===== config.mk =====
export PLATFORM = sky130hd
export DESIGN_NAME = ebms_controller
export DESIGN_NICKNAME = d
export VERILOG_FILES = /design/src/rtl/ebms_pkg.sv /design/src/rtl/ebms_controller.sv
export SDC_FILE = /design/constraint.sdc
export NUM_CORES = 1
export LEC_CHECK = 0
export BUFFER_PORTS_ARGS = -buffer_cell sky130_fd_sc_hd__buf_4
export CORE_ASPECT_RATIO = 0.6
export CORE_MARGIN = 2
export CORE_UTILIZATION = 42
export CTS_CLUSTER_SIZE = 12
export DETAILED_ROUTE_END_ITERATION = 10
export PLACE_DENSITY = 0.75
export REMOVE_ABC_BUFFERS = 1
export SKIP_LAST_GASP = 1
export SYNTH_ARGS = -nofsm -noshare
export SYNTH_HDL_FRONTEND = slang
export SYNTH_SLANG_ARGS = --single-unit

===== constraint.sdc =====
create_clock -name clock -period 1.8 [get_ports clock]
set_clock_uncertainty 0.1 [all_clocks]
set_input_delay 0 -clock clock [delete_from_list [all_inputs] [get_ports clock]]
set_output_delay 0 -clock clock [all_outputs]
set_load 0.1 [all_outputs]

===== src/rtl/ebms_pkg.sv =====
package ebms_pkg;

   // Geometry of the reference store
   localparam int ENTRIES = 64;
   localparam int DIM     = 128;

   localparam int SLOT_IDX_W = (ENTRIES > 1) ? $clog2(ENTRIES) : 1;
   localparam int DIM_IDX_W  = (DIM > 1) ? $clog2(DIM) : 1;
   localparam int REF_DEPTH  = ENTRIES * DIM;
   localparam int REF_ADDR_W = (REF_DEPTH > 1) ? $clog2(REF_DEPTH) : 1;

   // Field widths
   localparam int CMD_W         = 2;
   localparam int SLOT_FIELD_W  = 6;
   localparam int INDEX_FIELD_W = 7;
   localparam int ELEM_W        = 16;
   localparam int STATUS_W      = 2;
   localparam int SCORE_W       = 39;
   localparam int PROD_W        = 2 * ELEM_W;

   // Accumulator holds DIM exact Q2.30 products without overflow
   localparam int ACC_RAW_W = PROD_W + DIM_IDX_W + 1;
   localparam int ACC_W     = (ACC_RAW_W > SCORE_W + 1) ? ACC_RAW_W : SCORE_W + 1;

   localparam logic signed [SCORE_W-1:0] SCORE_MAX = {1'b0, {(SCORE_W-1){1'b1}}};
   localparam logic signed [SCORE_W-1:0] SCORE_MIN = {1'b1, {(SCORE_W-1){1'b0}}};
   localparam logic signed [SCORE_W-1:0] MINUS_ONE = SCORE_W'(-64'sd1073741824);

   typedef enum logic [CMD_W-1:0] {
      CMD_WRITE = 2'd0,
      CMD_QUERY = 2'd1,
      CMD_CLEAR = 2'd2
   } ebms_cmd_type;

   typedef enum logic [STATUS_W-1:0] {
      STATUS_MATCH    = 2'd0,
      STATUS_NO_MATCH = 2'd1,
      STATUS_EMPTY    = 2'd2
   } ebms_status_type;

   typedef enum logic [1:0] {
      ST_IDLE,
      ST_SCAN,
      ST_DRAIN,
      ST_DONE
   } ebms_state_type;

   typedef struct packed {
      logic                  ref_we;
      logic                  query_we;
      logic                  set_valid;
      logic                  clear_all;
      logic                  search_start;
      logic                  rd_en;
      logic                  rd_first;
      logic                  rd_final;
      logic                  rsp_load;
      logic [SLOT_IDX_W-1:0] rd_slot;
      logic [DIM_IDX_W-1:0]  rd_index;
   } ebms_ctl_cmd_type;

   typedef struct packed {
      logic slot_valid;
      logic pipe_busy;
   } ebms_dp_status_type;

endpackage


===== src/rtl/ebms_controller.sv =====
module ebms_controller (
   input  logic                                    clock,
   input  logic                                    reset,
   input  logic                                    req_valid,
   output logic                                    req_ready,
   input  logic [ebms_pkg::CMD_W-1:0]              req_command,
   input  logic [ebms_pkg::SLOT_FIELD_W-1:0]       req_slot,
   input  logic [ebms_pkg::INDEX_FIELD_W-1:0]      req_element_index,
   input  logic                                    req_last,
   output logic                                    rsp_valid,
   input  logic                                    rsp_ready,
   input  ebms_pkg::ebms_dp_status_type            status,
   output ebms_pkg::ebms_ctl_cmd_type              cmd
);

   ebms_pkg::ebms_state_type              state_ff, state_in;
   logic [ebms_pkg::SLOT_IDX_W-1:0]       slot_ff, slot_in;
   logic [ebms_pkg::DIM_IDX_W-1:0]        index_ff, index_in;
   logic                                  rsp_valid_ff, rsp_valid_in;
   logic                                  slot_ok, index_ok, slot_end, index_end;

   assign slot_ok   = 32'(req_slot) < ebms_pkg::ENTRIES;
   assign index_ok  = 32'(req_element_index) < ebms_pkg::DIM;
   assign slot_end  = slot_ff == ebms_pkg::SLOT_IDX_W'(ebms_pkg::ENTRIES - 1);
   assign index_end = index_ff == ebms_pkg::DIM_IDX_W'(ebms_pkg::DIM - 1);
   assign rsp_valid = rsp_valid_ff;

   always_ff @(posedge clock) begin
      if (reset) begin
         state_ff     <= ebms_pkg::ST_IDLE;
         slot_ff      <= '0;
         index_ff     <= '0;
         rsp_valid_ff <= 1'b0;
      end else begin
         state_ff     <= state_in;
         slot_ff      <= slot_in;
         index_ff     <= index_in;
         rsp_valid_ff <= rsp_valid_in;
      end
   end

   always_comb begin
      state_in     = state_ff;
      slot_in      = slot_ff;
      index_in     = index_ff;
      rsp_valid_in = rsp_valid_ff & ~rsp_ready;
      req_ready    = 1'b0;
      cmd          = '0;
      cmd.rd_slot  = slot_ff;
      cmd.rd_index = index_ff;
      case (state_ff)
         ebms_pkg::ST_IDLE: begin
            req_ready = 1'b1;
            if (req_valid) begin
               case (req_command)
                  ebms_pkg::CMD_WRITE: begin
                     cmd.ref_we    = slot_ok & index_ok;
                     cmd.set_valid = slot_ok & req_last;
                  end
                  ebms_pkg::CMD_QUERY: begin
                     cmd.query_we = index_ok;
                     if (req_last) begin
                        cmd.search_start = 1'b1;
                        slot_in          = '0;
                        index_in         = '0;
                        state_in         = ebms_pkg::ST_SCAN;
                     end
                  end
                  ebms_pkg::CMD_CLEAR: begin
                     cmd.clear_all = 1'b1;
                  end
                  default: begin
                  end
               endcase
            end
         end
         ebms_pkg::ST_SCAN: begin
            // skip an empty slot, stream DIM reads for a valid one
            if (status.slot_valid) begin
               cmd.rd_en    = 1'b1;
               cmd.rd_first = index_ff == '0;
               cmd.rd_final = index_end;
            end
            if (!status.slot_valid || index_end) begin
               index_in = '0;
               if (slot_end) begin
                  state_in = ebms_pkg::ST_DRAIN;
               end else begin
                  slot_in = slot_ff + 1'b1;
               end
            end else begin
               index_in = index_ff + 1'b1;
            end
         end
         ebms_pkg::ST_DRAIN: begin
            if (!status.pipe_busy) begin
               state_in = ebms_pkg::ST_DONE;
            end
         end
         ebms_pkg::ST_DONE: begin
            if (!rsp_valid_ff || rsp_ready) begin
               cmd.rsp_load = 1'b1;
               rsp_valid_in = 1'b1;
               state_in     = ebms_pkg::ST_IDLE;
            end
         end
         default: begin
            state_in = ebms_pkg::ST_IDLE;
         end
      endcase
   end

`ifndef ASSERT_OFF
   a_load_free: assert property (@(posedge clock) disable iff (reset)
      cmd.rsp_load |-> (!rsp_valid_ff || rsp_ready))
      else $error("result loaded over a pending beat");

   a_start_scan: assert property (@(posedge clock) disable iff (reset)
      cmd.search_start |=> (state_ff == ebms_pkg::ST_SCAN && slot_ff == '0))
      else $error("search did not start at the first slot");

   a_read_no_write: assert property (@(posedge clock) disable iff (reset)
      cmd.rd_en |-> (!cmd.ref_we && !cmd.query_we && !req_ready))
      else $error("scan read overlaps a store write");
`endif

endmodule


==> metrics.md, run 1 <==
| Metric | Value |
|---|---|
| FMAX | `0.568 GHz` |
| Min Tclk post-route | `1.76 ns` |
| 1st-pass router iterations | `4` |
| Number of synthesized register bits | `16` |
| CTS tree | `yes` |
| DP HPWL | `2380 um` |
| N_diodes | `0` |
| Most common flop cell mapped by yosys | `dfxtp_1` |
| Worst IR Drop VDD | `511 uV` |
| Drt drc | `0` |
| Complex-gate fraction of the synthesized area | `0.207` |
| CTS Buf Count | `3` |
| Largest net degree at the start of global routing | `13` |
| Clk sink count | `16` |
| Worst Path Arrival | `1.85 ns` |
| Antenna violations before repair | `0` |
| FILL cells | `206` |
| Die area | `0.00295 mm2` |
| Synth unique cells | `35` |
| Reg area | `322 um2` |
| Max-slew violation count | `0` |
| Largest family of logic cells by synthesized area | `simple AND/OR/NAND/NOR gates` |
| Starting Density | `0.432` |
| Pwr per Cell Area | `889 mW/mm2` |
| Kind of critical path | `reg -> reg` |
| Critical path launch point type | `flop` |
| GRT Overall Usage | `0.228` |
| Layout cells sized above 1 | `0.388` |
| Status | `complete, no violations` |
| Global-route wire length before repair | `4930 um` |
| Multi-input logic area | `728 um2` |
| Mux share of post-synthesis cell area | `0.0425` |
| Setup TNS | `0 ns` |
| Routed via count | `1,247` |
| Max-cap viol count | `0` |
| Rows | `14` |
| Hold WC Path Type | `in -> reg` |
| Fin Hold WS | `0.169 ns` |
| Simple-gate area share of the yosys netlist | `0.306` |
| Final Power | `1.45 mW` |
| Final hold violations | `0` |
| EDFF count, synth | `0` |
| Req. time, crit path | `1.89 ns` |
| Root buffer cell | `clkbuf_8` |
| Htree depth | `1` |
| Crit share post-route | `0.978` |
| ANT nets after route | `0` |
| Area of the core | `0.00245 mm2` |
| Crit end category | `flop` |
| Async SR Flop Fraction | `0` |
| Leakage power | `0.709 nW` |
| RSZ-0062 raised after global routing | `true` |
| DRT iter0 DRCs | `59` |
| Least-Margin Pin Slew | `0.286 ns` |
| Total Wirelength | `3130 um` |
| Max_slew headroom | `0.807` |
| Routed wire per std cell | `14.2 um` |
| Layout Nets | `219` |
| Mean post-synth cell area | `7.91 um2` |
| Die H | `42.9 um` |
| Yosys warns | `0` |
| Sequential share of the synthesized area | `0.302` |
| RePlAce Congestion | `0.815` |
| CP max FO | `7` |
| Syn Inst Count | `134` |
| # setup viols final | `0` |
| I/O Pins | `46` |
| P&R area growth vs syn | `54.2%` |
| Via/cell ratio | `5.67` |
| PortBufs | `32` |
| Clock Latency Late Sink | `0.26 ns` |
| Vias in the first global route | `1,089` |
| Synth Area in Adders | `0.0945` |
| Post-Synth XOR/XNOR Area | `0` |
| Die X | `68.9 um` |
| Clock Tree Buf Depth | `2` |
| Worst-path clk slew | `0.07 ns` |
| Total grt overflow | `0` |
| Mapped cell area | `0.00106 mm2` |
-- critical path, stage by stage (launching register included) --
cell     delay (ns)
dfxtp_2        0.33
buf_4          0.12
ha_1           0.21
buf_4          0.15
nand2_2        0.08
a31oi_1        0.04
buf_4          0.17
nor3b_2        0.17
buf_4          0.14
mux2i_1        0.16
-- cell usage in the layout (no fill, tap or decap), drive strengths merged --
cell type / synthesis / layout
o31ai: 3 / 3
buf: 2 / 53
o21ai: 7 / 7
nand2: 19 / 19
a211oi: 3 / 3
clkbuf: 3 / 4
nor3: 3 / 3
nor2b: 2 / 2
a222oi: 1 / 1
dfxtp: 16 / 16
nand4b: 2 / 2
nand4: 3 / 3
a31oi: 6 / 6
nor2: 5 / 5
or4: 1 / 1
a21oi: 9 / 9
inv: 8 / 8
and2: 4 / 4
dlygate4sd3: 0 / 2
a41o: 1 / 1
a31o: 1 / 1
and4b: 1 / 1
mux2: 1 / 1
or3: 3 / 3
nand3: 9 / 9
nor3b: 2 / 2
ha: 8 / 8
and3: 3 / 3
nor4: 1 / 1
mux2i: 3 / 3
o221a: 1 / 1
o311ai: 1 / 1
a21o: 1 / 1
and4: 1 / 1
-- per-layer routing --
layer / track usage / routed length (um) / up-vias
met4: 0.0941 / 64 / 0
met1: 0.312 / 1410 / 602
met3: 0.0637 / 164 / 7
met2: 0.335 / 1490 / 33
li1: - / - / 605
met5: 0 / 0 / -
-- flip-flops by register name (all words and copies together), names as in the netlist --
name / flops
index_ff: 7
slot_ff: 6
state_ff: 2
rsp_valid: 1
-- logic make-up (layout without fill, tap and decap cells) --
logic type | after synthesis | in the layout
flops | 16 | 16
fa+ha+maj | 8 | 8
buf+inv | 13 | 67
simple gates | 59 | 59
mux | 4 | 4
compound gates | 34 | 34
-- stage by stage --
stage / instances / worst slack (ns) / utilization / instance area [um2]
2_1_floorplan: 129 / -2.92 / - / 1040
3_3_place_gp: 212 / 0.0378 / 0.596 / 1460
3_5_place_dp: 212 / -0.00325 / 0.596 / 1460
4_1_cts: 218 / 0.00459 / 0.651 / 1600
5_1_grt: 220 / -0.0222 / 0.666 / 1630
6_report: 220 / 0.0400 / 0.666 / 1630
-- cells in the mapped netlist (all sizes together) (4+ instances only) --
master	instances	area (um2)
inv	8	30.0
nand3	9	45.0
a21oi	9	45.0
ha	8	100
nand2	19	71.3
dfxtp	16	320
and2	4	25.0
a31oi	6	37.5
o21ai	7	35.0
nor2	5	18.8
-- what timing repair did --
action / 4_1_cts / 5_1_grt
hold buffers: 2 / 0
setup buffers: 0 / 2
gates cloned: 0 / 0
gates resized for setup: 14 / 10
hold endpoints to repair: 8 / 0
endpoints found under the setup margin: 8 / 11
pin swaps: 0 / 2
-- layout make-up --
type | instances | share of cell area
Multi-Input combinational cell | 105 | 0.446
Timing Repair Buffer | 55 | 0.281
Sequential cell | 16 | 0.197
Clock buffer | 4 | 0.0337
Tap cell | 32 | 0.0245
Inverter | 8 | 0.0184
-- worst paths after layout --
path	start	to	slack, ns	cells past startpoint
max	state_ff[0]$_SDFFE_PP0P_	state_ff[0]$_SDFFE_PP0P_	0.04	9
min	status[1]	slot_ff[4]$_SDFFE_PP0P_	0.17	5
max reg2reg	state_ff[0]$_SDFFE_PP0P_	state_ff[0]$_SDFFE_PP0P_	0.04	9
min reg2reg	slot_ff[4]$_SDFFE_PP0P_	slot_ff[4]$_SDFFE_PP0P_	0.42	2
-- power by group --
part / internal (mW) / switching (mW) / leakage [nW]
clock: 0.195 / 0.137 / 0.0288
sequential: 0.368 / 0.0104 / 0.129
combinational: 0.288 / 0.454 / 0.551
total: 0.851 / 0.602 / 0.709
No activity file was read; power rests on OpenSTA's default activity.
==> run 2, diff against run 1 <==
--- a/config.mk
+++ b/config.mk
@@ -13,6 +13,7 @@
 export DETAILED_ROUTE_END_ITERATION = 10
 export PLACE_DENSITY = 0.75
 export REMOVE_ABC_BUFFERS = 1
+export SETUP_SLACK_MARGIN = 0.4
 export SKIP_LAST_GASP = 1
 export SYNTH_ARGS = -nofsm -noshare
 export SYNTH_HDL_FRONTEND = slang
==> metrics.md, run 2 (synthesis results as in run 1) <==
| Metric | Value |
|---|---|
| Rows | `14` |
| Largest register FFs | `7` |
| Kind of critical path | `reg -> reg` |
| Design area | `0.00205 mm2` |
| Htree depth | `1` |
| Drt drc | `0` |
| GRT Overall Usage | `0.308` |
| RSZ-0062 raised after global routing | `true` |
| Setup TNS | `-0.00245 ns` |
| Die X | `68.9 um` |
| DP HPWL | `2380 um` |
| Vias in the first global route | `1,268` |
| Top Registers | `index_ff (7), slot_ff (6), state_ff (2)` |
| Leakage power | `0.804 nW` |
| Final Power | `1.82 mW` |
| Critical path launch point type | `flop` |
| Starting Density | `0.432` |
| Max-cap viol count | `0` |
| 1st-pass router iterations | `5` |
| Worst Path Arrival | `1.85 ns` |
| Root buffer cell | `clkbuf_8` |
| Req. time, crit path | `1.85 ns` |
| CTS tree | `yes` |
| Clock Latency Late Sink | `0.27 ns` |
| P&R area growth vs syn | `93.3%` |
| Most frequent cells in the layout | `43 x buf_4, 17 x nand2_1, 10 x buf_12` |
| CP max FO | `5` |
| Fin Hold WS | `-0.0415 ns` |
| Placed Instance Area | `0.00146 mm2` |
| Clk sink count | `16` |
| Die area | `0.00295 mm2` |
| I/O Pins | `46` |
| # setup viols final | `1` |
| Failing checks | `hold timing, setup timing` |
| Status | `finished, violations left` |
| Total Wirelength | `4970 um` |
| Worst-path clk slew | `0.07 ns` |
| ANT nets after route | `0` |
| N_diodes | `0` |
| Worst setup margin | `-0.00245 ns` |
| Global-route wire length before repair | `6500 um` |
| RePlAce Congestion | `0.815` |
| Largest net degree at the start of global routing | `10` |
| Crit end category | `flop` |
| Commonest non-fill, non-tap cell in the layout | `buf_4` |
| FMAX | `0.555 GHz` |
| Die H | `42.9 um` |
| Layout Nets | `226` |
| Hold WC Path Type | `in -> reg` |
| PortBufs | `32` |
| Worst IR Drop VDD | `657 uV` |
| DRT iter0 DRCs | `172` |
| Min Tclk post-route | `1.80 ns` |
| Top reg by flops | `index_ff` |
| Max_slew headroom | `0.779` |
| CTS Buf Count | `3` |
| Pwr per Cell Area | `889 mW/mm2` |
| Routed via count | `1,486` |
| Antenna violations before repair | `0` |
| Routed wire per std cell | `21.9 um` |
| Least-Margin Pin Slew | `0.331 ns` |
| Via/cell ratio | `6.55` |
| Total grt overflow | `0` |
| Final hold violations | `1` |
| Layout cells sized above 1 | `0.605` |
| Max-slew violation count | `0` |
| Area of the core | `0.00245 mm2` |
| Clock Tree Buf Depth | `2` |
| Crit share post-route | `1.00` |
-- run 2: changes by cell type in the layout (fill, tap and decap cells not counted), moves of 6 or more --
cell / change
buf_12: +7
buf_4: -6
buf_6: +6
dfxtp_1: -7
dfxtp_2: +6
-- run 2: power breakdown --
part	internal, mW	switching, mW	total [mW]
Sequential	0.372	0.0219	0.394
Clock	0.196	0.158	0.354
Combinational	0.459	0.613	1.07
Total	1.03	0.794	1.82
-- run 2: routing by layer --
layer,track usage,vias up,share of wire
li1,-,629,-
met1,0.420,687,0.38
met2,0.438,127,0.45
met3,0.0822,43,0.11
met4,0.161,0,0.056
met5,0,-,0
-- run 2: final timing paths --
check | start | to | slack, ns | cells after the start
max | state_ff[1]$_SDFFE_PP0P_ | slot_ff[1]$_SDFFE_PP0P_ | -0.002 | 7
min | rsp_ready | rsp_valid$_SDFF_PP0_ | -0.04 | 4
max reg2reg | state_ff[1]$_SDFFE_PP0P_ | slot_ff[1]$_SDFFE_PP0P_ | -0.002 | 7
min reg2reg | slot_ff[0]$_SDFFE_PP0P_ | slot_ff[0]$_SDFFE_PP0P_ | 0.45 | 2
-- run 2: layout make-up --
type / count / area [um2]
clock buffer: 4 / 55.1
fill: 121 / 404
inverter: 8 / 35.0
multi-input combinational: 106 / 973
sequential: 16 / 333
tap: 32 / 40.0
timing repair buffer: 61 / 612
-- run 2: worst max-delay path, stage by stage (launching register included) --
cell	delay (ns)
dfxtp_2	0.34
inv_4	0.09
ha_4	0.19
buf_6	0.15
buf_12	0.11
mux2i_4	0.25
nand3_2	0.12
o31ai_1	0.34
-- run 2: what timing repair did --
item                                    CTS  global route
cloned                                    1             0
buffers inserted                          6             3
pin swaps                                29            10
hold buffers                              1             0
endpoints found under the setup margin   25            24
gates resized for setup                  83            26
hold endpoints to repair                  8             0
-- run 2: metrics by stage --
step | hold WS [ns] | std cells | worst slack, ns | util
2_1_floorplan | -0.0309 | 129 | -2.92 | -
3_3_place_gp | 0.150 | 212 | 0.0378 | 0.596
3_5_place_dp | 0.166 | 212 | -0.00325 | 0.596
4_1_cts | -0.0395 | 224 | 0.111 | 0.776
5_1_grt | 0.000746 | 227 | -0.0763 | 0.835
6_report | -0.0415 | 227 | -0.00245 | 0.835
==> run 3, diff against run 2 <==
--- a/config.mk
+++ b/config.mk
@@ -5,13 +5,14 @@
 export SDC_FILE = /design/constraint.sdc
 export NUM_CORES = 1
 export LEC_CHECK = 0
-export BUFFER_PORTS_ARGS = -buffer_cell sky130_fd_sc_hd__buf_4
+export ABC_AREA = 1
+export BUFFER_PORTS_ARGS = -buffer_cell sky130_fd_sc_hd__buf_2
 export CORE_ASPECT_RATIO = 0.6
 export CORE_MARGIN = 2
 export CORE_UTILIZATION = 42
 export CTS_CLUSTER_SIZE = 12
 export DETAILED_ROUTE_END_ITERATION = 10
-export PLACE_DENSITY = 0.75
+export PLACE_DENSITY = 0.71
 export REMOVE_ABC_BUFFERS = 1
 export SETUP_SLACK_MARGIN = 0.4
 export SKIP_LAST_GASP = 1
==> constraint.sdc (replaced) <==
create_clock -name clock -period 2.1 [get_ports clock]
set_clock_uncertainty 0.1 [all_clocks]
set_input_delay 0 -clock clock [delete_from_list [all_inputs] [get_ports clock]]
set_output_delay 0 -clock clock [all_outputs]
set_load 0.1 [all_outputs]
==> metrics.md, run 3 <==
| Metric | Value |
|---|---|
| Kind of critical path | `reg -> out` |
| Worst-path clk slew | `0.07 ns` |
| Comb pwr share | `0.546` |
| Routed wire per std cell | `11.8 um` |
| Design area | `0.00148 mm2` |
| Critical path launch point type | `flop` |
| Total grt overflow | `0` |
| Least-Margin Pin Slew | `0.494 ns` |
| DP HPWL | `2110 um` |
| GRT Overall Usage | `0.180` |
| CTS tree | `yes` |
| Largest net degree at the start of global routing | `10` |
| Status | `complete, no violations` |
| RePlAce Congestion | `0.821` |
| Flop pwr share | `0.252` |
| Drt drc | `0` |
| EDFF count, synth | `0` |
| PortBufs | `32` |
| Number of synthesized register bits | `16` |
| I/O Pins | `46` |
| DRT iter0 DRCs | `67` |
| Synth unique cells | `23` |
| Worst path bufs/invs | `3` |
| Mean post-synth cell area | `6.67 um2` |
| Cell repeated most along the worst path | `inv_2` |
| Async SR Flop Fraction | `0` |
| Mapped cell area | `0.00110 mm2` |
| Yosys warns | `0` |
| Placed cells | `228` |
| Most common flop cell mapped by yosys | `dfxtp_1` |
| Largest area contributor in the synthesized netlist | `dfxtp_1` |
| Final hold violations | `0` |
| CTS Buf Count | `3` |
| Synth cell count leaders | `31 x nand2_1, 27 x nor2_1, 25 x inv_1` |
| Via/cell ratio | `4.97` |
| Internal power | `0.688 mW` |
| Clock Tree Buf Depth | `2` |
| Max_slew headroom | `0.673` |
| Req. time, crit path | `2.00 ns` |
| Top Registers | `index_ff (7), slot_ff (6), state_ff (2)` |
| P&R area growth vs syn | `34.1%` |
| Crit share post-route | `0.779` |
| Max stage delay on crit path | `0.34 ns` |
| FMAX | `0.611 GHz` |
| Syn Inst Count | `165` |
| CP max FO | `5` |
| Vias in the first global route | `1,035` |
| Die area | `0.00306 mm2` |
| Max-cap viol count | `0` |
| Top-area cell type share of the netlist area | `0.291` |
| Most frequent cells in the layout | `30 x nand2_1, 26 x nor2_1, 24 x buf_2` |
| Most common cell in the netlist | `nand2_1` |
| Total Wirelength | `2790 um` |
| Worst Path Arrival | `1.54 ns` |
| RSZ-0062 raised after global routing | `true` |
| Crit-path leading delay family | `buffers and inverters` |
| CP cell instances | `inv_2, ha_4, inv_2, nor4_2, buf_4` |
| Final Non-Filler Cells | `236` |
| Pwr per Cell Area | `937 mW/mm2` |
| Power share of the clock group | `0.202` |
| Commonest non-fill, non-tap cell in the layout | `nand2_1` |
| # setup viols final | `0` |
| Area of the core | `0.00250 mm2` |
| Sw Ratio | `0.503` |
| 1st-pass router iterations | `4` |
| Net Sw Power | `0.696 mW` |
| Sequential share of the synthesized area | `0.291` |
| Clk sink count | `16` |
| Placed Instance Area | `0.00130 mm2` |
| Largest register FFs | `7` |
| Global-route wire length before repair | `4330 um` |
| Hold WC Path Type | `in -> reg` |
| Die X | `70.1 um` |
| Clock Latency Late Sink | `0.25 ns` |
| ANT nets after route | `0` |
| Rows | `14` |
| Worst IR Drop VDD | `548 uV` |
| Layout cells sized above 1 | `0.319` |
| FILL cells | `240` |
| Layout Nets | `235` |
| Min Tclk post-route | `1.64 ns` |
| Top reg by flops | `index_ff` |
| CP max stage cell | `dfxtp_1` |
| Htree depth | `1` |
| Die H | `43.7 um` |
| Routed via count | `1,173` |
| N_diodes | `0` |
| Antenna violations before repair | `0` |
| Root buffer cell | `clkbuf_8` |
| Starting Density | `0.440` |
| DP Worst Slack | `0.332 ns` |
| Crit end category | `output pin` |
| Leakage power | `0.711 nW` |
| Synth area leaders | `dfxtp_1 29%, nand2_1 11%, nor2_1 9.2%` |
| Max-slew violation count | `0` |
| Fin Hold WS | `0.00621 ns` |
| Worst setup margin | `0.464 ns` |
run 3: changes by cell type in the layout (fill, tap and decap cells not counted), sizes merged, moves of 4 or more:
cell   before  now
a21oi       9   13
a31oi       6    0
and2        4    0
buf        60   31
inv         8   28
nand2      19   35
nand3       9   15
nor2        5   31
run 3: metrics by stage:
step / TNS (ns) / power, mW / utilization
CTS: 0 / 1.36 / 0.570
global placement: 0 / 1.02 / 0.518
finish: 0 / 1.38 / 0.589
global route: 0 / 1.46 / 0.589
detailed placement: 0 / 1.04 / 0.518
floorplan: -12.81 / 0.924 / -
run 3: layout make-up:
class                      count  area (um2)  share of cell area
clock buffer                   4        55.1              0.0373
timing repair buffer          36         231               0.157
sequential                    16         325               0.220
tap                           32        40.0              0.0271
multi-input combinational    120         719               0.487
inverter                      28         105              0.0712
run 3: timing repair:
item	CTS	global route
gates cloned	0	0
pin swaps	0	2
buffers inserted	0	1
hold buffers	3	0
setup endpoints to repair	18	15
hold endpoints to repair	7	0
gates resized for setup	14	14
run 3: routing by layer:
layer | vias to the layer above | share of wire | GRT usage
met4 | 0 | 0.0039 | 0.0423
met5 | - | 0 | 0
met1 | 529 | 0.46 | 0.217
met3 | 2 | 0.069 | 0.0721
met2 | 39 | 0.46 | 0.309
li1 | 603 | - | -
run 3: final timing paths:
check	start	end	slack [ns]	cells past startpoint
worst max-delay path	state_ff[1]$_SDFFE_PP0P_	cmd[17]	0.46	5
worst min-delay path	status[1]	index_ff[4]$_SDFFE_PP0P_	0.006	5
worst max register to register	state_ff[1]$_SDFFE_PP0P_	index_ff[3]$_SDFFE_PP0P_	0.50	8
worst min register to register	slot_ff[0]$_SDFFE_PP0P_	slot_ff[0]$_SDFFE_PP0P_	0.40	2
run 3: power groups by stage:
stage	clock, mW	combinational [mW]	sequential [mW]
final	0.279	0.756	0.349
after global routing	0.302	0.807	0.351
after CTS	0.284	0.731	0.346
after detailed placement	0	0.689	0.349
after global placement	0	0.670	0.347
after floorplan	0	0.520	0.404
run 3: logic make-up after synthesis:
logic type               Yosys count  synth area share
AO/OA/AOI/OAI                     19            0.0864
XOR/XNOR                           1           0.00796
adder cells (fa/ha/maj)            8            0.0909
buffers and inverters             29            0.0989
flip-flops                        16             0.291
AND/OR/NAND/NOR                   92             0.425
run 3: worst reg2reg max path: stages (launching register included):
cell     delay [ns]
dfxtp_1        0.34
inv_2          0.13
ha_4           0.18
nand2_1        0.13
nor2_2         0.23
nor2_4         0.08
nor2_2         0.16
nand2_1        0.08
a21oi_1        0.11
